### config.mk
export PLATFORM = sky130hd
export DESIGN_NAME = sample_mode_finder
export DESIGN_NICKNAME = d
export VERILOG_FILES = /design/src/hw/rtl/smf_pkg.sv /design/src/hw/rtl/smf_hist.sv /design/src/hw/rtl/smf_track.sv /design/src/hw/rtl/sample_mode_finder.sv
export SDC_FILE = /design/constraint.sdc
export NUM_CORES = 2
export LEC_CHECK = 0
export BUFFER_PORTS_ARGS = -buffer_cell sky130_fd_sc_hd__buf_2
export CORE_UTILIZATION = 40
export CTS_BUF_LIST = sky130_fd_sc_hd__clkbuf_4 sky130_fd_sc_hd__clkbuf_8
export CTS_CLUSTER_DIAMETER = 200
export CTS_CLUSTER_SIZE = 10
export DETAILED_ROUTE_END_ITERATION = 10
export PLACE_DENSITY = 0.6
export SYNTH_ARGS = -nofsm -noshare
export SYNTH_HDL_FRONTEND = slang
export SYNTH_SLANG_ARGS = --single-unit
### constraint.sdc
create_clock -name clk -period 61.3 [get_ports clk]
set_input_delay 3.065 -clock clk [delete_from_list [all_inputs] [get_ports clk]]
set_output_delay 3.065 -clock clk [all_outputs]
set_load 0.02 [all_outputs]
### src/hw/rtl/smf_pkg.sv
// shared widths, defaults and control bundle for the sample mode finder
package smf_pkg;

	localparam int SAMPLE_W = 8;
	localparam int CNT_W = 9;
	localparam int CNT_MAX = (1 << CNT_W) - 1;

	localparam int DEF_NUM_BINS = 256;
	localparam int DEF_MAX_SAMPLES = 256;

	// per-cycle control for the stage 1 beat
	typedef struct packed {
		logic acc;   // input beat taken this cycle
		logic adv;   // stage 1 beat leaves this cycle
		logic last;  // stage 1 beat closes the run
	} smf_ctl_t;

endpackage

### src/hw/rtl/smf_hist.sv
// histogram counter memory with valid bits, bypass and saturating increment
module smf_hist import smf_pkg::*; #(
	parameter int NUM_BINS = DEF_NUM_BINS,
	parameter int MAX_SAMPLES = DEF_MAX_SAMPLES,
	localparam int BIN_W = $clog2(NUM_BINS)
) (
	input  logic             clk,
	input  logic             arst_n,
	input  smf_ctl_t         ctl,
	input  logic [BIN_W-1:0] rd_idx,
	input  logic [BIN_W-1:0] idx_s1,
	input  logic             in_range_s1,
	output logic             grew,
	output logic [CNT_W-1:0] new_cnt
);

	localparam int CNT_CAP = (MAX_SAMPLES < CNT_MAX) ? MAX_SAMPLES : CNT_MAX;

	logic [CNT_W-1:0] mem_q [NUM_BINS];
	logic [CNT_W-1:0] rd_q;
	logic [NUM_BINS-1:0] vld_q;
	logic fwd_hit_q;
	logic [CNT_W-1:0] fwd_val_q;
	logic [CNT_W-1:0] cur_cnt;
	logic wr;
	logic clr;

	always_comb begin
		if (fwd_hit_q) begin
			cur_cnt = fwd_val_q;
		end else if (vld_q[idx_s1]) begin
			cur_cnt = rd_q;
		end else begin
			cur_cnt = '0;
		end
	end

	assign grew = in_range_s1 && (cur_cnt < CNT_W'(CNT_CAP));
	assign new_cnt = cur_cnt + CNT_W'(1);
	assign wr = ctl.adv && grew;
	assign clr = ctl.adv && ctl.last;

	always_ff @(posedge clk) begin
		if (ctl.acc) begin
			rd_q <= mem_q[rd_idx];
			fwd_val_q <= new_cnt;
		end
		if (wr) begin
			mem_q[idx_s1] <= new_cnt;
		end
	end

	always_ff @(posedge clk or negedge arst_n) begin
		if (!arst_n) begin
			vld_q <= '0;
			fwd_hit_q <= 1'b0;
		end else begin
			if (clr) begin
				vld_q <= '0;
			end else if (wr) begin
				vld_q[idx_s1] <= 1'b1;
			end
			// same-cycle write to the address being read
			if (ctl.acc) begin
				fwd_hit_q <= wr && !clr && (rd_idx == idx_s1);
			end
		end
	end

endmodule

### src/hw/rtl/smf_track.sv
// running leader tracker and result register
module smf_track import smf_pkg::*; (
	input  logic                clk,
	input  logic                arst_n,
	input  smf_ctl_t            ctl,
	input  logic [SAMPLE_W-1:0] sample_s1,
	input  logic                grew,
	input  logic [CNT_W-1:0]    new_cnt,
	input  logic                mode_ready,
	output logic                mode_valid,
	output logic [SAMPLE_W-1:0] mode_value,
	output logic [CNT_W-1:0]    mode_count
);

	logic [SAMPLE_W-1:0] best_bin_q;
	logic [CNT_W-1:0] best_count_q;
	logic [SAMPLE_W-1:0] nxt_bin;
	logic [CNT_W-1:0] nxt_count;
	logic out_valid_q;

	always_comb begin
		nxt_bin = best_bin_q;
		nxt_count = best_count_q;
		if (grew) begin
			if (sample_s1 == best_bin_q) begin
				nxt_count = new_cnt;
			end else if ((new_cnt > best_count_q) ||
					((new_cnt == best_count_q) && (sample_s1 < best_bin_q))) begin
				nxt_bin = sample_s1;
				nxt_count = new_cnt;
			end
		end
	end

	always_ff @(posedge clk or negedge arst_n) begin
		if (!arst_n) begin
			best_bin_q <= '0;
			best_count_q <= '0;
			out_valid_q <= 1'b0;
		end else begin
			if (ctl.adv) begin
				if (ctl.last) begin
					best_bin_q <= '0;
					best_count_q <= '0;
				end else begin
					best_bin_q <= nxt_bin;
					best_count_q <= nxt_count;
				end
			end
			if (ctl.adv && ctl.last) begin
				out_valid_q <= 1'b1;
			end else if (mode_ready) begin
				out_valid_q <= 1'b0;
			end
		end
	end

	always_ff @(posedge clk) begin
		if (ctl.adv && ctl.last) begin
			mode_value <= nxt_bin;
			mode_count <= nxt_count;
		end
	end

	assign mode_valid = out_valid_q;

endmodule

### src/hw/rtl/sample_mode_finder.sv
// sample_mode_finder: one-sample-per-cycle histogram mode of a marked run
// result beat: the last sample beat is registered in stage 1 and loads the result register as it leaves stage 1
// throughput: 1 sample per cycle while no closing sample waits; at most one histogram read and one write each cycle
// a closing sample beat waits while the previous result beat is still held
// reset: asynchronous, clears bin valid bits, leader and result valid at once
// reset needs no clearing pass; the histogram is emptied at the end of each run
module sample_mode_finder import smf_pkg::*; #(
	parameter int NUM_BINS = DEF_NUM_BINS,
	parameter int MAX_SAMPLES = DEF_MAX_SAMPLES
) (
	input  logic                clk,
	input  logic                arst_n,
	input  logic                sample_valid,
	output logic                sample_ready,
	input  logic [SAMPLE_W-1:0] sample,
	input  logic                last_sample,
	output logic                mode_valid,
	input  logic                mode_ready,
	output logic [SAMPLE_W-1:0] mode_value,
	output logic [CNT_W-1:0]    mode_count
);

	localparam int BIN_W = $clog2(NUM_BINS);
	localparam int CNT_CAP = (MAX_SAMPLES < CNT_MAX) ? MAX_SAMPLES : CNT_MAX;

	logic valid_s1;
	logic last_s1;
	logic in_range_s1;
	logic [SAMPLE_W-1:0] sample_s1;
	smf_ctl_t ctl;
	logic grew;
	logic [CNT_W-1:0] new_cnt;

	assign ctl.adv = valid_s1 && (!last_s1 || !mode_valid || mode_ready);
	assign ctl.last = last_s1;
	assign sample_ready = !valid_s1 || ctl.adv;
	assign ctl.acc = sample_valid && sample_ready;

	always_ff @(posedge clk or negedge arst_n) begin
		if (!arst_n) begin
			valid_s1 <= 1'b0;
		end else if (sample_ready) begin
			valid_s1 <= sample_valid;
		end
	end

	always_ff @(posedge clk) begin
		if (ctl.acc) begin
			sample_s1 <= sample;
			last_s1 <= last_sample;
			in_range_s1 <= ({1'b0, sample} < (SAMPLE_W + 1)'(NUM_BINS));
		end
	end

	smf_hist #(
		.NUM_BINS(NUM_BINS),
		.MAX_SAMPLES(MAX_SAMPLES)
	) u_hist (
		.clk(clk),
		.arst_n(arst_n),
		.ctl(ctl),
		.rd_idx(sample[BIN_W-1:0]),
		.idx_s1(sample_s1[BIN_W-1:0]),
		.in_range_s1(in_range_s1),
		.grew(grew),
		.new_cnt(new_cnt)
	);

	smf_track u_track (
		.clk(clk),
		.arst_n(arst_n),
		.ctl(ctl),
		.sample_s1(sample_s1),
		.grew(grew),
		.new_cnt(new_cnt),
		.mode_ready(mode_ready),
		.mode_valid(mode_valid),
		.mode_value(mode_value),
		.mode_count(mode_count)
	);

	a_result_from_last: assert property (@(posedge clk) disable iff (!arst_n)
		$rose(mode_valid) |-> $past(valid_s1 && last_s1))
		else $error("result beat without a closing sample");

	a_count_capped: assert property (@(posedge clk) disable iff (!arst_n)
		mode_valid |-> (mode_count <= CNT_W'(CNT_CAP)))
		else $error("mode count above cap");

	a_empty_run: assert property (@(posedge clk) disable iff (!arst_n)
		(mode_valid && (mode_count == '0)) |-> (mode_value == '0))
		else $error("empty run with nonzero mode value");

	a_stall_cause: assert property (@(posedge clk) disable iff (!arst_n)
		!sample_ready |-> (valid_s1 && last_s1 && mode_valid && !mode_ready))
		else $error("input stalled without a held result");

endmodule
### Word-level counts from Yosys, hierarchy flattened

Memory sizes are Yosys's and may differ from the RTL's. A register that Yosys moved wholly into a read port is not among the register bits.
Index checks and enable logic that the tools add are counted.

* bits in registers: 311
* latch bits: 0
* bits in writable memories: 2304
* ROM bits: 0
* input bits: 13
* output and inout port bits: 19
* word-level logic and storage cells: 60
* memories kept: 1

* add/sub/neg operators: 1
* $mul: 0
* divide/modulo/power cells: 0
* magnitude comparators: 5
* eq/ne operators: 3
* shift-type cells: 0
* muxes and demuxes: 20
* bitwise operators: 1
* reduce and logical (&&, ||, !) cells: 18

Memory list
* u_hist.mem_q: depth 256, bits a word 9, read ports 1, clocked after Yosys merged registers in 1, write ports 1, line smf_hist.sv:19 `logic [CNT_W-1:0] mem_q [NUM_BINS];`

Operator list (number)
* two-way mux 256 bit: 2
* bitwise OR 256 bit: 1
* two-way mux 9 bit: 6
* two-way mux 8 bit: 4
* == test 8 bit: 2
* adder 9 x 1 -> 9 bit (second input constant): 1
* == test 9 bit: 1
* > comparator 9 bit: 1
* < comparator 8 x 9 -> 1 bit (second input constant): 1
* < comparator 9 bit (second input constant): 1
* binary-select mux 1 bit (select 8 bit): 1
* demux 1 bit (select 8 bit): 1
* greater-or-equal comparator 8 x 1 -> 1 bit (second input constant): 1
* logical AND 1 bit: 8
* < comparator 8 bit: 1
* two-way mux 1 bit: 6
* logical NOT 1 bit: 4
* logical OR 1 bit: 4
* nonzero test 2 bit: 2

### Logic depth before layout (Yosys ltp)

* depth in word-level cells: 12
* depth in mapped cells: 30
* mapped depth without buffers: 24

### By module

Synthesis repeated with hierarchy kept, for this count alone.

* cell total of the unflattened synthesis: 4651
* area total of the unflattened synthesis: 102951.2 um^2

Modules (own cells, without submodules)
* smf_hist: instances 1, cells an instance 4457, area an instance 100692.8 um^2, sequential area each 76158.0 um^2
* smf_track: instances 1, cells an instance 178, area an instance 1909.3 um^2, sequential area each 960.9 um^2
* sample_mode_finder: instances 1, cells an instance 16, area an instance 349.1 um^2, sequential area each 295.3 um^2

### Worst setup path before layout

OpenSTA, ideal clock, no wires.

* path kind: register -> register
* start: reg sample_s1[0]
* end: reg u_track.mode_value[1], data pin
* setup time: 0.260 ns
* arrival: 20.851 ns
* data required time: 61.040 ns
* slack: 40.189 ns
* stages on the path, launching flop included: 24
* buffers on the path: 5
* period minus slack after synthesis: 21.111 ns
* cell sequence: edfxtp_1 buf_6 buf_6 buf_6 mux4_2 a221oi_1 o32ai_1 o41ai_1 o21ai_1 buf_2 and2_1 a22oi_1 inv_1 ha_1 xnor2_1 ha_1 a21o_1 a211oi_1 o21ai_0 o211ai_1 a211oi_1 nand3_1 clkbuf_1 mux2_2

* cells in the longest elaborated chain, start to end: 11
* elaborated cells on any way between the ends: 15
* classes of those cells: add/sub (1); order compare (3); eq/ne (2); mux (7); reduce/logical (2)

RTL lines
* from (decl): line sample_mode_finder.sv:29 `logic [SAMPLE_W-1:0] sample_s1;`
* from (signal assigned): line sample_mode_finder.sv:49 `sample_s1 <= sample;`
* binary-select mux 1 bit (select 8 bit) *: line smf_hist.sv:31 `end else if (vld_q[idx_s1]) begin`
* two-way mux 1 bit (not written as such) *: line smf_hist.sv:31
* two-way mux 9 bit *: line smf_hist.sv:31
* two-way mux 9 bit *: line smf_hist.sv:29 `if (fwd_hit_q) begin`
* adder 9 x 1 -> 9 bit *: line smf_hist.sv:39 `assign new_cnt = cur_cnt + CNT_W'(1);`
* net new_cnt[0]: line sample_mode_finder.sv:32 `logic [CNT_W-1:0] new_cnt;`
* parallel branches: the longest is 2 deep, another holds > comparator 9 bit
* logical OR 1 bit *: line smf_track.sv:27 `end else if ((new_cnt > best_count_q) ||`
* two-way mux 8 bit *: line smf_track.sv:27
* two-way mux 8 bit *: line smf_track.sv:25 `if (sample_s1 == best_bin_q) begin`
* two-way mux 8 bit *: line smf_track.sv:24 `if (grew) begin`
* net u_track.nxt_bin[1]: line smf_track.sv:17 `logic [SAMPLE_W-1:0] nxt_bin;`
* to (signal assigned): line smf_track.sv:60 `mode_value <= nxt_bin;`
* to (decl): line smf_track.sv:11 `output logic [SAMPLE_W-1:0] mode_value,`

Mark *: on every way through the listed nets, which the timed path passes. The select of a mux whose other input is x is not followed.
A chain may end at the register's enable or synchronous reset.

### Final worst setup path

* start: reg sample_s1[0]
* end: reg u_track.best_bin_q[6]

* cells in the longest elaborated chain, start to end: 12
* elaborated cells on any way between the ends: 16
* classes of those cells: add/sub (1); order compare (3); eq/ne (2); mux (8); reduce/logical (2)

RTL lines
* binary-select mux 1 bit (select 8 bit) *: line smf_hist.sv:31
* two-way mux 1 bit (not written as such) *: line smf_hist.sv:31
* two-way mux 9 bit *: line smf_hist.sv:31
* two-way mux 9 bit *: line smf_hist.sv:29
* adder 9 x 1 -> 9 bit *: line smf_hist.sv:39
* net new_cnt[0]: line sample_mode_finder.sv:32
* parallel branches: the longest is 2 deep, another holds > comparator 9 bit
* logical OR 1 bit *: line smf_track.sv:27
* two-way mux 8 bit *: line smf_track.sv:27
* two-way mux 8 bit *: line smf_track.sv:25
* two-way mux 8 bit *: line smf_track.sv:24
* two-way mux 8 bit *: line smf_track.sv:42 `if (ctl.last) begin`
* to (signal assigned): line smf_track.sv:46 `best_bin_q <= nxt_bin;`
* to (decl): line smf_track.sv:15 `logic [SAMPLE_W-1:0] best_bin_q;`

Marked as above.

==> reports/metrics.cfg <==
[run_status]
status=completed

[grt]
grt_use_met2=0.303
antenna_found_initial=3
grt_usage=0.190
grt_pass1_vias=49800
grt_max_degree=259
grt_pass1_wl_um=359000
met1_usage=0.273
grt_busiest_layer=met2
grtUsageMet3=0.0342
grt_overflow=0

[layout]
drive_above_1_share=0.259
area_growth_pct=8.18
nets=5038

[worst_setup_path]
critPathSlowestCell=buf_4
crit_required_ns=62.28
reg2reg_slack_ns=52.70
cp-startpoint=sample_s1[0]$_DFFE_PP_
crit_cells=27
endpoint=u_track.best_bin_q[6]$_DFFE_PN0P_
slowest_delay_ns=0.78
r2r-end=u_track.best_bin_q[6]$_DFFE_PN0P_
worstSetupPathType=register to register
cp_num_buf_inv=5
worst-path-max-fanout=258
end_kind=register
cp_top_family=buffers and inverters
worstRegToRegCells=27
cp-start-kind=register
worstPathArrival_ns=9.57
reg2reg_from=sample_s1[0]$_DFFE_PP_

[yosys]
yosys.cell_types.count=51
synth_seq_area_share=0.752
synth_warnings=0
synthArstFlopShare=0.105
synth_most_common_cell=edfxtp_1
synth_top_flop_cell=edfxtp_1
synth.area.top_cells=edfxtp_1 (68%), mux4_2 (18%), dfrtp_1 (6.7%), nand2_1 (1.0%), nor2_1 (0.98%)
synth_seq_cells=2624
synthCells=4908
avgSynthCellArea_um2=21.0
yosysTopAreaCell=edfxtp_1
synthesis.area_um2=103000
synth_edf_count=2348
synth_common_cells=edfxtp_1 (2,348), mux4_2 (805), nand2_1 (284)
synth_top_cell_area_share=0.685
syn-num-nets=4939

[placement]
port_buffers=31
dp_hpwl_um=142000
pre_cts_slack_ns=52.42
place_congestion=0.787

[sta]
slew_headroom=0.0380
fin_tns_setup_ns=0
holdWs_ns=0.478
finClkSkew_ns=0.103
rsz0062_at_grt=no
setup_viol=0
tightest_slew_ns=1.44
report.final.hold_viol_count=0
slew_violations=0
fin_crit_ns=8.60
period_share=0.140
max_freq_ghz=0.116
layout_setup_ws_ns=52.70

[floorplan]
die_x_um=509
num_rows=185
initial_utilization=0.404
coreArea_um2=255000
fp.dieH_um=509
io_pins=32
dieArea_um2=259000

[clock_network]
h-tree-depth=5
cts_hold_buf=0
post_cts_buffers=0
cts_resized=0
clock_path_buffers=4
numCtsBuffers=312
root_buffer=clkbuf_8
clock_sinks=2624
clkTransAtPathRegs_ns=0.07
insertion_delay_ns=1.06
cts_tree=done

[routing]
drtIter0Drc=5320
drt_pass1_iterations=5
drc=0
vias=48700
routed_wl_um=245000
viasPerCell=5.78
antenna_violating_nets_post_route=0
routedWlPerCell_um=29.1

[power]
clockPowerShare=0.328
leakagePower_nw=35.0
comb_power_share=0.066
internal_power_mw=2.53
ir_worst_vdd_mv=0.0244
switching_share=0.224
power.switching_mw=0.732
power_density_nw_per_um2=29.3
pwr-share-seq=0.606

[flow_run]
drv_cap=0

[hold_path]
hold_class=register to register

## flip-flops by register name (all words and copies together), names as in the netlist
| register | flops |
|---|---|
| u_hist.vld_q | 256 |
| u_track.best_bin_q | 8 |
| sample_s1 | 8 |
| last_s1 | 1 |
| u_track.mode_valid | 1 |
| u_track.mode_count | 9 |
| u_hist.mem_q | 2304 |
| u_track.best_count_q | 9 |
| u_hist.fwd_val_q | 9 |
| valid_s1 | 1 |
| u_hist.fwd_hit_q | 1 |
| u_hist.rd_q | 9 |
| u_track.mode_value | 8 |
## metal layers
metal / share of wire / vias to the layer above
met5: 0 / -
met4: 0.021 / 0
met3: 0.064 / 336
met2: 0.48 / 1714
met1: 0.44 / 26500
li1: - / 20100
## tightest hold or removal path, delay by kind of cell (launching register included)
family	cells	cell delay (ns)
flops	1	0.34
simple gates	1	0.04
compound gates	1	0.06
## worst min path at each step
stage | startpoint | end | slack (ns) | cells past startpoint
floorplan | u_hist.vld_q[18]$_DFFE_PN0P_ | u_hist.vld_q[18]$_DFFE_PN0P_ | 0.44 | 2
global placement | u_hist.vld_q[51]$_DFFE_PN0P_ | u_hist.vld_q[51]$_DFFE_PN0P_ | 0.46 | 2
detailed placement | u_hist.vld_q[62]$_DFFE_PN0P_ | u_hist.vld_q[62]$_DFFE_PN0P_ | 0.47 | 2
CTS | u_hist.vld_q[62]$_DFFE_PN0P_ | u_hist.vld_q[62]$_DFFE_PN0P_ | 0.48 | 2
global route | u_hist.vld_q[30]$_DFFE_PN0P_ | u_hist.vld_q[30]$_DFFE_PN0P_ | 0.50 | 2
finish | u_hist.vld_q[62]$_DFFE_PN0P_ | u_hist.vld_q[62]$_DFFE_PN0P_ | 0.48 | 2
## cell families (layout without fill, tap and decap cells)
| family | Yosys count | in the layout | synth area share |
|---|---|---|---|
| AO/OA/AOI/OAI | 368 | 368 | 0.0209 |
| XOR/XNOR | 16 | 16 | 0.00136 |
| adder cells (fa/ha/maj) | 18 | 18 | 0.00219 |
| buffers and inverters | 363 | 499 | 0.0158 |
| flip-flops | 2624 | 2624 | 0.752 |
| multiplexers | 863 | 863 | 0.182 |
| other | 0 | 11 | 0 |
| AND/OR/NAND/NOR | 656 | 656 | 0.0261 |
## layout by cell type, fill, tap and decap left out, drive strengths merged, types with 6 or more instances in the layout
cell    instances
nor2b           8
ha             18
mux2i          48
edfxtp       2348
or4             6
clkbuf        346
o21a           16
xor2           10
a22o           22
a21oi          16
diode          11
nand4           6
dfrtp         276
buf           122
inv            27
xnor2           6
a21o            7
mux2           10
or3            10
a22oi          21
nor2          268
nand2         285
o21ai         255
nand2b         14
and2            6
nand3          38
mux4          805
a221oi          8
## power groups by stage
stage	Clock (mW)	Combinational [mW]	Sequential, mW
finish	1.07	0.217	1.98
global route	1.16	0.230	1.98
CTS	1.10	0.220	1.97
detailed placement	0	0.220	2.01
global placement	0	0.216	2.01
floorplan	0	0.136	2.02
## through the flow
stage | utilization | std cells | instance area, um2 | power [mW]
after CTS | 0.437 | 8410 | 111000 | 3.29
after global placement | 0.418 | 8059 | 107000 | 2.23
after detailed placement | 0.418 | 8059 | 107000 | 2.23
after floorplan | - | 4908 | 103000 | 2.16
after global routing | 0.437 | 8411 | 111000 | 3.36
final | 0.437 | 8421 | 111000 | 3.26
## cell type report
class                           count  area, um2
Antenna cell                       11       27.5
Clock buffer                      346       4610
Clock inverter                      5       40.0
Fill cell                       21600     144000
Inverter                           26        128
Multi-Input combinational cell   1921      24000
Sequential cell                  2624      77400
Tap cell                         3366       4210
Timing Repair Buffer              122        950
(Power assumes the default switching activity.)
